--- src/sv/vertex_transform_perspective_divide_core_macros.svh ---
// Assertion helpers for the top-level core, which checks its own logic.
`ifndef VERTEX_TRANSFORM_PERSPECTIVE_DIVIDE_CORE_MACROS_SVH
`define VERTEX_TRANSFORM_PERSPECTIVE_DIVIDE_CORE_MACROS_SVH

`define VTPD_ASSERT_SAME(label, ante, cons, msg) \
  label: assert property (@(posedge clk) disable iff (!rst_n) (ante) |-> (cons)) \
    else $error(msg);

`define VTPD_ASSERT_NEXT(label, ante, cons, msg) \
  label: assert property (@(posedge clk) disable iff (!rst_n) (ante) |=> (cons)) \
    else $error(msg);

`endif

--- src/sv/vtpd_pkg.sv ---
package vtpd_pkg;

  localparam int NUM_REGS    = 8;
  localparam int CFG_IDX_W   = 8;
  localparam int CFG_DATA_W  = 64;
  localparam int LANES       = 3;
  localparam int CLIP_W      = 66;
  localparam int MAG_W       = 65;
  localparam int FRAC_W      = 16;
  localparam int NUM_W       = MAG_W + FRAC_W;
  localparam int QW          = 33;
  localparam int TW          = MAG_W + QW;
  localparam int QUEUE_DEPTH = 4;

  localparam logic [NUM_REGS-1:0][CFG_DATA_W-1:0] CFG_RESET = {
    64'h0001_0000_0000_0000, 64'h0, 64'h0000_0000_0001_0000, 64'h0,
    64'h0, 64'h0001_0000_0000_0000, 64'h0, 64'h0000_0000_0001_0000
  };

  typedef logic signed [31:0] coef_t;
  typedef coef_t [3:0][3:0] mat_t;

  typedef struct packed {
    logic signed [31:0] point_x;
    logic signed [31:0] point_y;
    logic signed [31:0] point_z;
  } in_t;

  typedef struct packed {
    logic signed [31:0] ndc_x;
    logic signed [31:0] ndc_y;
    logic signed [31:0] ndc_z;
    logic               w_zero;
    logic               saturated;
  } out_t;

  typedef struct packed {
    logic [LANES-1:0][NUM_W-1:0] num;
    logic [MAG_W-1:0]            den;
    logic [LANES-1:0]            neg;
    logic                        w_zero;
  } job_t;

endpackage

--- src/sv/vtpd_queue.sv ---
module vtpd_queue #(
  parameter int DEPTH = vtpd_pkg::QUEUE_DEPTH
) (
  input  logic           clk,
  input  logic           rst_n,
  input  logic           wr_en,
  input  vtpd_pkg::job_t wr_data,
  output logic           full,
  output logic           rd_valid,
  input  logic           rd_en,
  output vtpd_pkg::job_t rd_data
);
  import vtpd_pkg::*;

  localparam int PW = (DEPTH > 1) ? $clog2(DEPTH) : 1;
  localparam int CW = $clog2(DEPTH + 1);

  job_t          mem_r [DEPTH];
  logic [PW-1:0] wr_ptr_r, rd_ptr_r;
  logic [CW-1:0] cnt_r;

  assign full     = (cnt_r == CW'(DEPTH));
  assign rd_valid = (cnt_r != '0);
  assign rd_data  = mem_r[rd_ptr_r];

  always_ff @(posedge clk) begin
    if (!rst_n) begin
      wr_ptr_r <= '0;
      rd_ptr_r <= '0;
      cnt_r    <= '0;
    end else begin
      if (wr_en) wr_ptr_r <= (wr_ptr_r == PW'(DEPTH - 1)) ? '0 : wr_ptr_r + 1'b1;
      if (rd_en) rd_ptr_r <= (rd_ptr_r == PW'(DEPTH - 1)) ? '0 : rd_ptr_r + 1'b1;
      if (wr_en && !rd_en) cnt_r <= cnt_r + 1'b1;
      else if (rd_en && !wr_en) cnt_r <= cnt_r - 1'b1;
    end
  end

  always_ff @(posedge clk) begin
    if (wr_en) mem_r[wr_ptr_r] <= wr_data;
  end

endmodule

--- config.mk ---
export PLATFORM = sky130hd
export DESIGN_NAME = vtpd_queue
export DESIGN_NICKNAME = d
export VERILOG_FILES = /design/src/sv/vertex_transform_perspective_divide_core_macros.svh /design/src/sv/vtpd_pkg.sv /design/src/sv/vtpd_queue.sv
export SDC_FILE = /design/constraint.sdc
export NUM_CORES = 1
export LEC_CHECK = 0
export BUFFER_PORTS_ARGS = -buffer_cell sky130_fd_sc_hd__buf_2
export CORE_ASPECT_RATIO = 1.4
export CORE_MARGIN = 8
export CORE_UTILIZATION = 44
export CTS_BUF_LIST = sky130_fd_sc_hd__clkbuf_16
export CTS_CLUSTER_DIAMETER = 50
export DETAILED_ROUTE_END_ITERATION = 6
export GPL_ROUTABILITY_DRIVEN = 0
export PLACE_DENSITY = 0.66
export SLEW_MARGIN = 20
export SYNTH_ARGS = -nofsm -noshare
export SYNTH_HDL_FRONTEND = slang
export SYNTH_SLANG_ARGS = --single-unit
--- constraint.sdc ---
create_clock -name clk -period 8.3 [get_ports clk]
set_input_delay 0 -clock clk [delete_from_list [all_inputs] [get_ports clk]]
set_output_delay 0 -clock clk [all_outputs]
set_load 0.05 [all_outputs]
==> impl_metrics.env, run 1 <==
export IMPL_syn_area_um2=45600
export IMPL_r2r_end="mem_r[3][72]"
export IMPL_dr_first_iter_drc_count=1514
export IMPL_die_area_um2=114000
export IMPL_r2r_worst_path_cells=4
export IMPL_io_buffers=629
export IMPL_hold_ws_ps=55.1
export IMPL_grt_pass1_wl_mm=155
export IMPL_routed_wl_mm=106
export IMPL_num_nets_final=3156
export IMPL_clock_latency_ps=710
export IMPL_yosys_warnings=0
export IMPL_wl_per_cell_um=24.6
export IMPL_max_cap_violations=0
export IMPL_drc=0
export IMPL_ys_seq_elements=1257
export IMPL_ff2ff_setup_slack_ps=5270
export IMPL_grt_max_degree=104
export IMPL_whs_endpoint="mem_r[0][307]"
export IMPL_numPlacedInstances=3601
export IMPL_hp_class="input port to register"
export IMPL_combPwrFrac=0.135
export IMPL_die_w_um=288
export IMPL_peakVddDrop_v=0.000225
export IMPL_synthTopCellsByArea="edfxtp_1, mux4_2, buf_6"
export IMPL_via_per_inst=5.26
export IMPL_instances_no_fill=4294
export IMPL_yosysSeqAreaShare=0.827
export IMPL_start_util=0.444
export IMPL_fp_coreArea_um2=103000
export IMPL_hold_path_cell_count=2
export IMPL_hold_violations=0
export IMPL_syn_inst=1674
export IMPL_min_from="wr_data[307]"
export IMPL_clock_sinks=1257
export IMPL_seq_power_share=0.499
export IMPL_clockBufferDepth=3
export IMPL_pin_count=630
export IMPL_p_leak_nw=19.9
export IMPL_swShare=0.253
export IMPL_critical_path_required_ps=8300
export IMPL_max_freq_mhz=259
export IMPL_crit_fanout=61
export IMPL_fin_tns_setup_ps=0
export IMPL_p_sw_mw=3.73
export IMPL_antenna_found_initial=30
export IMPL_period_share=0.466
export IMPL_postRouteAntennaNets=0
export IMPL_reg2reg_from="wr_ptr_r[0]"
export IMPL_synth_top_area_cell="edfxtp_1"
export IMPL_endpoint_kind="output pin"
export IMPL_hpwl_mm=65.2
export IMPL_synth_cell_type_count=22
export IMPL_drive_gt1_frac=0.392
export IMPL_grt_overflow=0
export IMPL_netlist_area_leader_share=0.823
export IMPL_numCtsBuffers=115
export IMPL_area_growth_pct=28.8
export IMPL_htree_num_levels=3
export IMPL_tightest_slew_ps=1100
export IMPL_power_density_nw_per_um2=252
export IMPL_setup_violations=0
export IMPL_arrival_ps=3870
export IMPL_std_cell_rows=139
export IMPL_dieHeight_um=397
export IMPL_maxSlewHeadroom=0.265
export IMPL_final_common_cell="edfxtp_1"
export IMPL_fin_skew_ps=47.8
export IMPL_min_period_ps=3870
export IMPL_clkPwrFrac=0.366
export IMPL_drv_slew=0
export IMPL_root_buffer="clkbuf_16"
export IMPL_setup_worst_path_class="register to output pin"
export IMPL_vias=22600
export IMPL_dr_pass1_iters=5
export IMPL_cts_tree="built"
export IMPL_cts_resized=0
export IMPL_grt_pass1_vias=24500
export IMPL_synth_avg_cell_area_um2=27.2
export IMPL_status="complete, no violations"
export IMPL_clkTransAtPathRegs_ps=60
export IMPL_power_internal_mw=11.0
export IMPL_grt_use_total=0.180
export IMPL_postSynthNetCount=1997
export IMPL_cp_start_kind="register"
export IMPL_rsz0062_at_grt="no"
export IMPL_most_common_layout_cells="edfxtp_1, buf_2, dlygate4sd3_1, mux4_2, clkbuf_16"
export IMPL_final_core_util=0.572
[power groups by stage]
stage	registers [mW]	clock network [mW]	logic, mW
final	7.36	5.40	2.00
after global placement	7.48	0	1.80
after detailed placement	7.50	0	1.82
after global routing	7.38	5.74	2.09
after floorplan	7.51	0	1.32
after CTS	7.36	5.51	2.01
[metrics by stage]
| stage | power, mW | worst slack, ps | area [µm²] |
|---|---|---|---|
| 2_1_floorplan | 8.83 | 4.97 | 45600 |
| 3_3_place_gp | 9.28 | 5150 | 50000 |
| 3_5_place_dp | 9.32 | 5100 | 50000 |
| 4_1_cts | 14.9 | 4300 | 58500 |
| 5_1_grt | 15.2 | 4250 | 58600 |
| 6_report | 14.8 | 4430 | 58600 |
[logic make-up after synthesis]
group	after synthesis	share of synthesized area
compound gates	3	0.000440
xor+xnor	2	0.000385
simple gates	15	0.00200
mux	316	0.155
flops	1257	0.827
fa+ha+maj	7	0.00209
buf+inv	74	0.0133
[routing by layer]
metal | routed length, µm | GRT usage | part of all wire
met2 | 52000 | 0.295 | 0.49
met3 | 9640 | 0.0551 | 0.091
met4 | 3980 | 0.0776 | 0.038
met1 | 39800 | 0.222 | 0.38
met5 | 55 | 0 | 0.00052
[repair_timing]
action | in CTS | in global routing
buffers inserted | 0 | 0
hold endpoints to repair | 1386 | 0
hold buffers | 452 | 0
[cells in the mapped netlist]
cell type	number
nor2b_1	5
xor2_1	1
buf_8	12
and2_1	5
o21a_1	1
a21boi_0	1
nor3b_1	1
buf_2	33
clkbuf_1	5
dfxtp_1	9
o21ai_0	1
nor2_1	1
or3_1	2
fa_1	1
nor3_1	1
edfxtp_1	1248
mux2i_1	4
buf_6	20
mux4_2	312
inv_1	4
ha_1	6
xnor2_1	1
[worst max-delay path, cell delays in order (launching register included)]
cell	delay [ps]
dfxtp_4	790
buf_4	700
buf_4	770
mux4_2	460
buf_2	240
[worst max path at each step]
stage,startpoint,depth (start not counted),endpoint
floorplan,wr_ptr_r[0],2,mem_r[3][0]
global placement,register,4,rd_data[263]
detailed placement,register,4,rd_data[262]
CTS,register,4,rd_data[262]
global route,register,4,rd_data[262]
finish,register,4,rd_data[262]
[cell type report]
| cell class | instances | area (µm²) |
|---|---|---|
| Antenna cell | 26 | 65.1 |
| Clock buffer | 116 | 2900 |
| Clock inverter | 97 | 1050 |
| Fill cell | 7354 | 44000 |
| Inverter | 4 | 15.0 |
| Multi-Input combinational cell | 343 | 7300 |
| Sequential cell | 1257 | 37700 |
| Tap cell | 1339 | 1680 |
| Timing Repair Buffer | 1112 | 7970 |
[flip-flops by register name, indices dropped and copies added, names as in the netlist, named ones only]
name / cells
cnt_r: 3
mem_r: 1248
rd_ptr_r: 2
wr_ptr_r: 2
Power figures use the tool's default switching activity.
==> run 2, diff against run 1 <==
- ABC_AREA: default -> 1
- PLACE_DENSITY: 0.66 -> default
- clock period: 8.3 -> 4 ns (I/O delays scaled with it)
==> impl_metrics.env, run 2 <==
export IMPL_status="complete, no violations"
export IMPL_yosysMostFrequentCell="edfxtp_1"
export IMPL_synth_top_area_cell="edfxtp_1"
export IMPL_swShare=0.273
export IMPL_synth_edf_count=1248
export IMPL_num_nets_final=4440
export IMPL_post_cts_buffers=0
export IMPL_die_w_um=290
export IMPL_dr_first_iter_drc_count=1897
export IMPL_synth_ff_type="edfxtp_1"
export IMPL_grt_pass1_vias=29400
export IMPL_combPwrFrac=0.154
export IMPL_max_freq_mhz=351
export IMPL_largest_reg_flops=1248
export IMPL_grt_pass1_wl_mm=178
export IMPL_grt_overflow=0
export IMPL_grt_use_total=0.196
export IMPL_ys_seq_elements=1257
export IMPL_hpwl_mm=69.9
export IMPL_synth_cell_type_count=20
export IMPL_syn_inst=3077
export IMPL_most_common_layout_cells="edfxtp_1, nor2_1, buf_2, o21ai_0, dlygate4sd3_1"
export IMPL_critical_path_required_ps=4000
export IMPL_hold_violations=0
export IMPL_synth_commonest_cells="edfxtp_1, nor2_1, o21ai_0"
export IMPL_fin_skew_ps=49.5
export IMPL_setup_violations=0
export IMPL_hold_ws_ps=59.1
export IMPL_yosysSeqAreaShare=0.814
export IMPL_peakVddDrop_v=0.000484
export IMPL_fp_coreArea_um2=104000
export IMPL_async_flop_share=0
export IMPL_cts_tree="built"
export IMPL_postRouteAntennaNets=0
export IMPL_fillCellCount=8100
export IMPL_endpoint_kind="output pin"
export IMPL_postSynthNetCount=3400
export IMPL_cts_resized=0
export IMPL_drv_slew=0
export IMPL_grt_max_degree=203
export IMPL_p_leak_nw=20.9
export IMPL_power_density_nw_per_um2=520
export IMPL_largestRegisters="mem_r: 1248 flops, cnt_r: 3 flops"
export IMPL_clockBufferDepth=3
export IMPL_clkPwrFrac=0.355
export IMPL_via_per_inst=5.29
export IMPL_path_buf_inv=3
export IMPL_pin_count=630
export IMPL_yosys_warnings=0
export IMPL_clock_latency_ps=710
export IMPL_numPlacedInstances=4910
export IMPL_setup_worst_path_class="register to output pin"
export IMPL_area_growth_pct=28.4
export IMPL_seq_area_um2=37700
export IMPL_synth_avg_cell_area_um2=15.0
export IMPL_tightest_slew_ps=1200
export IMPL_regMostFlops="mem_r"
export IMPL_io_buffers=629
export IMPL_root_buffer="clkbuf_16"
export IMPL_rsz0062_at_grt="no"
export IMPL_instances_no_fill=5584
export IMPL_multi_input_comb_area_um2=7660
export IMPL_cp_slowest_cell="inv_8"
export IMPL_dieHeight_um=400
export IMPL_final_common_cell="edfxtp_1"
export IMPL_max_cap_violations=0
export IMPL_min_period_ps=2850
export IMPL_seq_power_share=0.491
export IMPL_p_sw_mw=8.45
export IMPL_drc=0
export IMPL_numCtsBuffers=117
export IMPL_wl_per_cell_um=21.2
export IMPL_crit_fanout=121
export IMPL_cp_start_kind="register"
export IMPL_routed_wl_mm=118
export IMPL_power_internal_mw=22.5
export IMPL_htree_num_levels=3
export IMPL_maxSlewHeadroom=0.199
export IMPL_synthTopCellsByArea="edfxtp_1, o21ai_0, nor2_1"
export IMPL_hp_class="input port to register"
export IMPL_std_cell_rows=140
export IMPL_die_area_um2=116000
export IMPL_syn_area_um2=46300
export IMPL_clock_sinks=1257
export IMPL_drive_gt1_frac=0.209
export IMPL_vias=29500
export IMPL_critical_path_top_delay_family="buffers and inverters"
export IMPL_clkTransAtPathRegs_ps=60
export IMPL_arrival_ps=2850
export IMPL_dr_pass1_iters=5
export IMPL_netlist_area_leader_share=0.810
export IMPL_cp_slowest_stage_delay_ps=500
export IMPL_crit_chain="inv_8 -> buf_12 -> nor2_1 -> o22ai_1 -> buf_2"
export IMPL_start_util=0.444
export IMPL_period_share=0.713
export IMPL_antenna_found_initial=21
run 2: cell count changes in the layout (fill, tap and decap cells not counted), sizes merged, moves of 13 or more:
cell,before,now
buf,660,691
clkinv,46,59
dlygate4sd3,452,437
mux4,312,0
nor2,1,633
o21ai,1,627
o22ai,0,312
run 2: timing repair:
item                                    4_1_cts  5_1_grt
endpoints found under the setup margin        0        0
hold buffers                                437        0
endpoints found under the hold margin      1257        0
run 2: routing by layer:
metal / vias up / GRT usage / wire length (µm)
li1: 13800 / - / -
met1: 14500 / 0.243 / 47500
met2: 963 / 0.335 / 58500
met3: 216 / 0.0484 / 8280
met4: 14 / 0.0722 / 4060
met5: - / 0 / 92
run 2: layout make-up:
type	instances	share of cell area
Clock buffer	117	0.0493
Timing Repair Buffer	1128	0.141
Sequential cell	1257	0.634
Clock inverter	101	0.0159
Multi-Input combinational cell	1597	0.129
Antenna cell	19	0.000801
Inverter	16	0.00152
Tap cell	1349	0.0284
run 2: power by group through the flow:
stage	Clock (mW)	Sequential, mW	Combinational, mW
5_1_grt	11.7	15.2	5.04
2_1_floorplan	0	15.5	2.93
6_report	11.0	15.2	4.75
4_1_cts	11.2	15.2	4.79
3_5_place_dp	0	15.5	4.41
3_3_place_gp	0	15.4	4.38
run 2: final timing paths:
check                           slack (ps)  cells after the start          from       endpoint
worst min register to register         490                      2   wr_ptr_r[1]    wr_ptr_r[1]
worst max register to register        1700                      7      cnt_r[0]       cnt_r[2]
worst max-delay path                  1150                      5      register   rd_data[233]
worst min-delay path                    60                      2  wr_data[209]  mem_r[2][209]
run 2: cells by family (layout without fill, tap and decap cells):
family                   Yosys count  count (layout)  synth area share
AO/OA/AOI/OAI                    942             942             0.110
adder cells (fa/ha/maj)            7               7           0.00206
other                              0              19                 0
buffers and inverters            223            1362            0.0205
AND/OR/NAND/NOR                  647             647            0.0527
flip-flops                      1257            1257             0.814
XOR/XNOR                           1               1          0.000189
run 2: through the flow:
step	area (µm²)	setup slack (ps)	util	TNS [ps]	power, mW
CTS	59300	1060	0.569	0	31.2
floorplan	46300	-1690	-	-2102300	18.5
detailed placement	51100	1840	0.490	0	19.9
global route	59400	974	0.570	0	31.9
finish	59400	1150	0.570	0	30.9
global placement	51100	1850	0.490	0	19.8
